--- config.mk ---
export PLATFORM = sky130hd
export DESIGN_NAME = cwtg_ctrl
export DESIGN_NICKNAME = d
export VERILOG_FILES = /design/src/sv/cwtg_pkg.sv /design/src/sv/cwtg_ctrl.sv
export SDC_FILE = /design/constraint.sdc
export NUM_CORES = 1
export LEC_CHECK = 0
export BUFFER_PORTS_ARGS = -buffer_cell sky130_fd_sc_hd__buf_4
export CORE_MARGIN = 2
export CORE_UTILIZATION = 44
export DETAILED_ROUTE_END_ITERATION = 10
export GPL_TIMING_DRIVEN = 0
export PLACE_DENSITY = 0.77
export SLEW_MARGIN = 30
export SYNTH_ARGS = -nofsm -noshare
export SYNTH_HDL_FRONTEND = slang
export SYNTH_SLANG_ARGS = --single-unit
--- constraint.sdc ---
create_clock -name i_clk -period 1.9 [get_ports i_clk]
set_clock_uncertainty 0.2 [all_clocks]
set_input_delay 0.19 -clock i_clk [delete_from_list [all_inputs] [get_ports i_clk]]
set_output_delay 0.19 -clock i_clk [all_outputs]
set_load 0.005 [all_outputs]
--- src/sv/cwtg_pkg.sv ---
`default_nettype none
// ----------------------------------------------------------------------------
// cwtg_pkg
// shared widths, codes and controller/datapath interface types for the
// caption window text grid
// ----------------------------------------------------------------------------
package cwtg_pkg;

    localparam int MAX_ROWS_DEF    = 16;
    localparam int MAX_COLUMNS_DEF = 64;

    localparam int OP_W   = 3;
    localparam int CHAR_W = 16;
    localparam int ATTR_W = 38;
    localparam int ROW_W  = 4;
    localparam int COL_W  = 6;
    localparam int NROW_W = 5;
    localparam int NCOL_W = 7;
    localparam int STY_W  = 3;
    localparam int CELL_W = CHAR_W + ATTR_W;

    localparam logic [OP_W-1:0] OP_ADD    = 3'd0;
    localparam logic [OP_W-1:0] OP_CLEAR  = 3'd1;
    localparam logic [OP_W-1:0] OP_SETPEN = 3'd2;
    localparam logic [OP_W-1:0] OP_DEFINE = 3'd3;
    localparam logic [OP_W-1:0] OP_READ   = 3'd4;

    localparam logic [CHAR_W-1:0] CH_CR    = 16'h000D;
    localparam logic [CHAR_W-1:0] CH_BS    = 16'h0008;
    localparam logic [CHAR_W-1:0] CH_SPACE = 16'h0020;

    localparam logic [STY_W-1:0] STYLE_DEFAULT = 3'd1;
    localparam logic [STY_W-1:0] STYLE_VERT    = 3'd7;

    localparam logic [1:0] DIR_LTR = 2'd0;
    localparam logic [1:0] DIR_RTL = 2'd1;
    localparam logic [1:0] DIR_TTB = 2'd2;
    localparam logic [1:0] DIR_BTT = 2'd3;

    typedef enum logic [3:0] {
        S_IDLE, S_DECODE, S_WRITE, S_SCROLL, S_COPY_RD, S_COPY_WR,
        S_FILL, S_PEN, S_READ_REQ, S_READ_WAIT, S_RESULT
    } t_state;

    typedef enum logic [1:0] {CI_ZERO, CI_LAST, CI_DEF} t_cnt_init;
    typedef enum logic [1:0] {DF_NONE, DF_EXTEND, DF_FULL} t_def_fill;

    typedef struct packed {
        logic      capture;
        logic      def_apply;
        logic      pen_apply;
        logic      cell_wr;
        logic      fill_step;
        logic      copy_rd;
        logic      copy_wr;
        logic      rd_req;
        logic      cell_out;
        logic      res_out;
        logic      cnt_init;
        t_cnt_init init_sel;
    } t_cmd;

    typedef struct packed {
        logic [OP_W-1:0] op;
        logic            win;
        logic            is_cr;
        logic            is_bs;
        logic            need_scroll;
        logic            rr_oob;
        logic            rows_ge2;
        logic            fill_done;
        logic            copy_done;
        logic            row_end;
        logic            out_free;
        t_def_fill       def_fill;
    } t_stat;

endpackage
`default_nettype wire

--- src/sv/cwtg_ctrl.sv ---
`default_nettype none
// ----------------------------------------------------------------------------
// cwtg_ctrl
// sequencer: steps each item through writes, scroll copy, fills and reads
// ----------------------------------------------------------------------------
module cwtg_ctrl (
    input  wire                  i_clk,
    input  wire                  i_rst_n,
    input  wire                  i_in_valid,
    output logic                 o_in_stall,
    input  wire cwtg_pkg::t_stat i_stat,
    output cwtg_pkg::t_cmd       o_cmd
);
    import cwtg_pkg::*;

    t_state r_state, n_state;

    always_ff @(posedge i_clk) begin
        if (!i_rst_n) begin
            r_state <= S_IDLE;
        end else begin
            r_state <= n_state;
        end
    end

    always_comb begin
        n_state    = r_state;
        o_cmd      = '0;
        o_cmd.init_sel = CI_ZERO;
        o_in_stall = (r_state != S_IDLE);
        unique case (r_state)
            S_IDLE: begin
                if (i_in_valid) begin
                    o_cmd.capture = 1'b1;
                    n_state = S_DECODE;
                end
            end
            S_DECODE: begin
                if (i_stat.op == OP_DEFINE) begin
                    o_cmd.def_apply = 1'b1;
                    o_cmd.cnt_init  = 1'b1;
                    o_cmd.init_sel  = CI_DEF;
                    n_state = (i_stat.def_fill != DF_NONE) ? S_FILL : S_RESULT;
                end else if (i_stat.op > OP_READ || !i_stat.win) begin
                    n_state = S_RESULT;
                end else if (i_stat.op == OP_ADD) begin
                    if (i_stat.is_cr || i_stat.is_bs) begin
                        n_state = i_stat.need_scroll ? S_SCROLL : S_PEN;
                    end else begin
                        n_state = S_WRITE;
                    end
                end else if (i_stat.op == OP_CLEAR) begin
                    o_cmd.cnt_init = 1'b1;
                    n_state = S_FILL;
                end else if (i_stat.op == OP_SETPEN) begin
                    n_state = i_stat.need_scroll ? S_SCROLL : S_PEN;
                end else if (i_stat.rr_oob) begin
                    n_state = S_RESULT;
                end else begin
                    o_cmd.cnt_init = 1'b1;
                    n_state = S_READ_REQ;
                end
            end
            S_WRITE: begin
                o_cmd.cell_wr = 1'b1;
                if (i_stat.is_bs) begin
                    n_state = S_RESULT;
                end else begin
                    n_state = i_stat.need_scroll ? S_SCROLL : S_PEN;
                end
            end
            S_SCROLL: begin
                o_cmd.cnt_init = 1'b1;
                o_cmd.init_sel = i_stat.rows_ge2 ? CI_ZERO : CI_LAST;
                n_state = i_stat.rows_ge2 ? S_COPY_RD : S_FILL;
            end
            S_COPY_RD: begin
                o_cmd.copy_rd = 1'b1;
                n_state = S_COPY_WR;
            end
            S_COPY_WR: begin
                o_cmd.copy_wr = 1'b1;
                n_state = i_stat.copy_done ? S_FILL : S_COPY_RD;
            end
            S_FILL: begin
                o_cmd.fill_step = 1'b1;
                if (i_stat.fill_done) begin
                    if (i_stat.op == OP_ADD || i_stat.op == OP_SETPEN) begin
                        n_state = S_PEN;
                    end else begin
                        n_state = S_RESULT;
                    end
                end
            end
            S_PEN: begin
                o_cmd.pen_apply = 1'b1;
                n_state = (i_stat.op == OP_ADD && i_stat.is_bs) ? S_WRITE : S_RESULT;
            end
            S_READ_REQ: begin
                o_cmd.rd_req = 1'b1;
                n_state = S_READ_WAIT;
            end
            S_READ_WAIT: begin
                if (i_stat.out_free) begin
                    o_cmd.cell_out = 1'b1;
                    n_state = i_stat.row_end ? S_IDLE : S_READ_REQ;
                end
            end
            S_RESULT: begin
                if (i_stat.out_free) begin
                    o_cmd.res_out = 1'b1;
                    n_state = S_IDLE;
                end
            end
            default: n_state = S_IDLE;
        endcase
    end

endmodule
`default_nettype wire

==> impl_results.md <==
- Max Clk Rate: ~0.55 GHz
- Initial drt markers: 14
- Layout cell share with drive strength beyond 1: 0.380
- Number of flip-flops under the largest register name: 4
- Final hold violation count: 0
- Critical Path Start Type: register
- Post-DP HPWL: between 1.5 and 2 mm
- Fin crit share: 0.950
- Port bufs: 30
- Worst hold start: i_rst_n
- Floorplan Core Area: around 1300 um^2
- Area of the multi-input gates: slightly above 500 um^2
- Number of global-route vias before repair: 744
- Mean area per synthesized cell: slightly below 7 um^2
- Worst setup path class: register to output pin
- FILL cells: approximately 120
- Slew @ Worst Pin: 0.476 ns
- Yosys cell types: 39
- Worst path arrival time: approximately 1.4 ns
- Seq/Total Area, Yosys: 0.125
- R2R cell count: 5
- Largest Register: r_state
- 1st-pass router iterations: 4
- Worst r2r dst: r_state[0]$_SDFFE_PN0P_
- Met1 usage: 0.260
- I/O pin total: 32
- Clock latency on the worst-skew pair: around 0.24 ns
- CTS tree: yes
- WP data required: between 1.5 and 2 ns
- VDD IR max: 473 uV
- Global placement routability congestion: between 0.8 and 0.9
- Drt drc: 0
- Leakage: 0.418 nW
- Register area: approximately 85 um^2
- Nets: around 150
- Place WS: around 0.1 ns
- Final Max Tran Viols: 0
- R2r startpoint: r_state[1]$_SDFFE_PN0P_
- Placed insts: 140
- Synthesized instance count: 95
- Outcome: finished clean
- Drt total wl: 1.98 mm
- Chip Height: roughly 42 um
- FP Rows: 13
- Largest net degree at the start of global routing: 11
- Syn Nets: about 110
- CTS Buffer Depth: 2
- Die X: around 42 um
- Count of final setup violators: 0
- Mapped cell area: about 640 um^2
- CTS sink count: 4
- GRT Util Overall: 0.219
- Clock Pin Slew Worst Setup and Hold Paths: about 0.040 ns
- Met3 GRT Util: 0.0560
- Hold EP: r_state[1]$_SDFFE_PN0P_
- Minimum clock period: 1.81 ns
- Clock Tree Root: clkbuf_4
- Ys Warns: 0
- Antenna viol nets, final: 0
- Prevailing post-synth register cell: dfxtp_1
- Crit-path max FO: 10
- H-Tree Level Count: 1
- Non-Filler Instances: about 140
- Critical path capture point type: output pin
- R2R setup slack: 0.12 ns
- Inserted Diodes: 0
- Vias after detailed routing: between 800 and 900
- Routed WL per cell: ~14 um
- Worst hold path depth: 3
- Hold WC Path Type: input pin to register
- Via density per instance: roughly 6
- Synthesized flop and latch total: 4
- Max-slew headroom: 0.680
- Initial antenna violation count: 0
- Async set-or-reset flop fraction in the synthesized netlist: 0
- Setup TNS: 0 ns
- GRT met2 Usage: 0.397
- Layout area overhead: 46.1%
- Top Registers: r_state (4)
- Unrepaired setup endpoints after global routing: false
- Max-Cap Viols: 0
- GRT busiest layer: met2
- First-pass GRT wire length: roughly 3.1 mm
- Final worst slack: about 0.094 ns
- Initial Util: 0.482
- CTS Buf Count: 3
- Total Die Area: approximately 1800 um^2
- Global route overflow: 0
- P per Cell Area: 1190 nW/um^2
- Number of synthesized flops with an enable pin: 0
-- worst max path at each step --
stage                     slack [ns]               startpoint  depth (start not counted)                       to
final                           0.09  r_state[2]$_SDFFE_PN0P_                          5                 o_cmd[3]
after global routing            0.03  r_state[2]$_SDFFE_PN0P_                          5                 o_cmd[6]
after CTS                       0.02  r_state[1]$_SDFFE_PN0P_                          3                o_cmd[11]
after detailed placement        0.10  r_state[0]$_SDFFE_PN0P_                          4  r_state[2]$_SDFFE_PN0P_
after global placement          0.07  r_state[1]$_SDFFE_PN0P_                          6  r_state[1]$_SDFFE_PN0P_
after floorplan                 0.24  r_state[0]$_SDFFE_PN0P_                          4  r_state[2]$_SDFFE_PN0P_
-- worst max-delay path, cell delays in order (launching register included) --
cell and delay [ns]:
dfxtp_1 0.31, clkbuf_4 0.17, clkbuf_4 0.20, nor2_1 0.18, and4_1 0.20, buf_4 0.10
-- stage by stage --
step	utilization	hold slack, ns	area [um^2]	power, mW
after floorplan	-	0.172	643	0.676
after global placement	0.665	0.288	887	0.925
after detailed placement	0.665	0.284	887	0.933
after CTS	0.696	0.0311	928	1.10
after global routing	0.705	0.0374	940	1.20
final	0.705	0.0358	940	1.12
-- Yosys cell counts, types with 2 or more instances --
cell      number  area share
a21oi_1        6       0.047
and3_1         2       0.019
buf_2          3       0.023
buf_4          3       0.035
clkbuf_1       2       0.012
dfxtp_1        4        0.12
inv_1          5       0.029
nand2_1        4       0.023
nand2b_1       5       0.049
nor2_1        12       0.070
nor2b_1        4       0.039
nor3_1        12       0.093
o211ai_1       3       0.035
o21ai_0        2       0.016
o21ai_1        2       0.016
o31ai_1        2       0.023
or2_2          2       0.019
-- where the power goes --
| group | total, mW | switching, mW | internal (mW) |
|---|---|---|---|
| clock network | 0.112 | 0.0407 | 0.0710 |
| logic | 0.852 | 0.451 | 0.401 |
| registers | 0.155 | 0.0280 | 0.127 |
| total | 1.12 | 0.520 | 0.599 |
-- layout by cell type (no fill, tap or decap), types with 2 or more instances in the layout --
master     n
a21oi_1    6
and3_1     2
buf_4     34
clkbuf_1   2
clkbuf_4   5
dfxtp_1    2
inv_1      5
nand2_1    4
nand2b_1   5
nor2_1    12
nor2b_1    4
nor3_1    11
o211ai_1   3
o21ai_0    2
o21ai_1    2
o31ai_1    2
or2_2      2
-- layer usage --
metal | vias up | wire, um
met5 | - | 0
li1 | 422 | -
met4 | 0 | 14
met2 | 34 | 962
met3 | 3 | 112
met1 | 383 | 890
-- timing repair --
| action | 4_1_cts | 5_1_grt |
|---|---|---|
| gates resized for setup | 4 | 4 |
| setup endpoints to repair | 2 | 6 |
| pin swaps | 2 | 1 |
| buffers inserted | 2 | 0 |
| hold endpoints to repair | 0 | 0 |
| hold buffers | 0 | 0 |
-- area by class of cell --
class | count | share of cell area
multi-input cells | 78 | 0.545
inverters | 5 | 0.0200
clock buffers | 3 | 0.0240
well taps | 15 | 0.0200
flip-flops and latches | 4 | 0.0905
repair buffers | 32 | 0.256
plain buffers | 7 | 0.0453
-- cell families after synthesis --
family / count (synthesis) / synth area share
flip-flops: 4 / 0.125
buffers and inverters: 13 / 0.0992
AO/OA/AOI/OAI: 27 / 0.305
XOR/XNOR: 1 / 0.0136
AND/OR/NAND/NOR: 49 / 0.442
multiplexers: 1 / 0.0156
No activity file was read; power rests on OpenSTA's default activity.
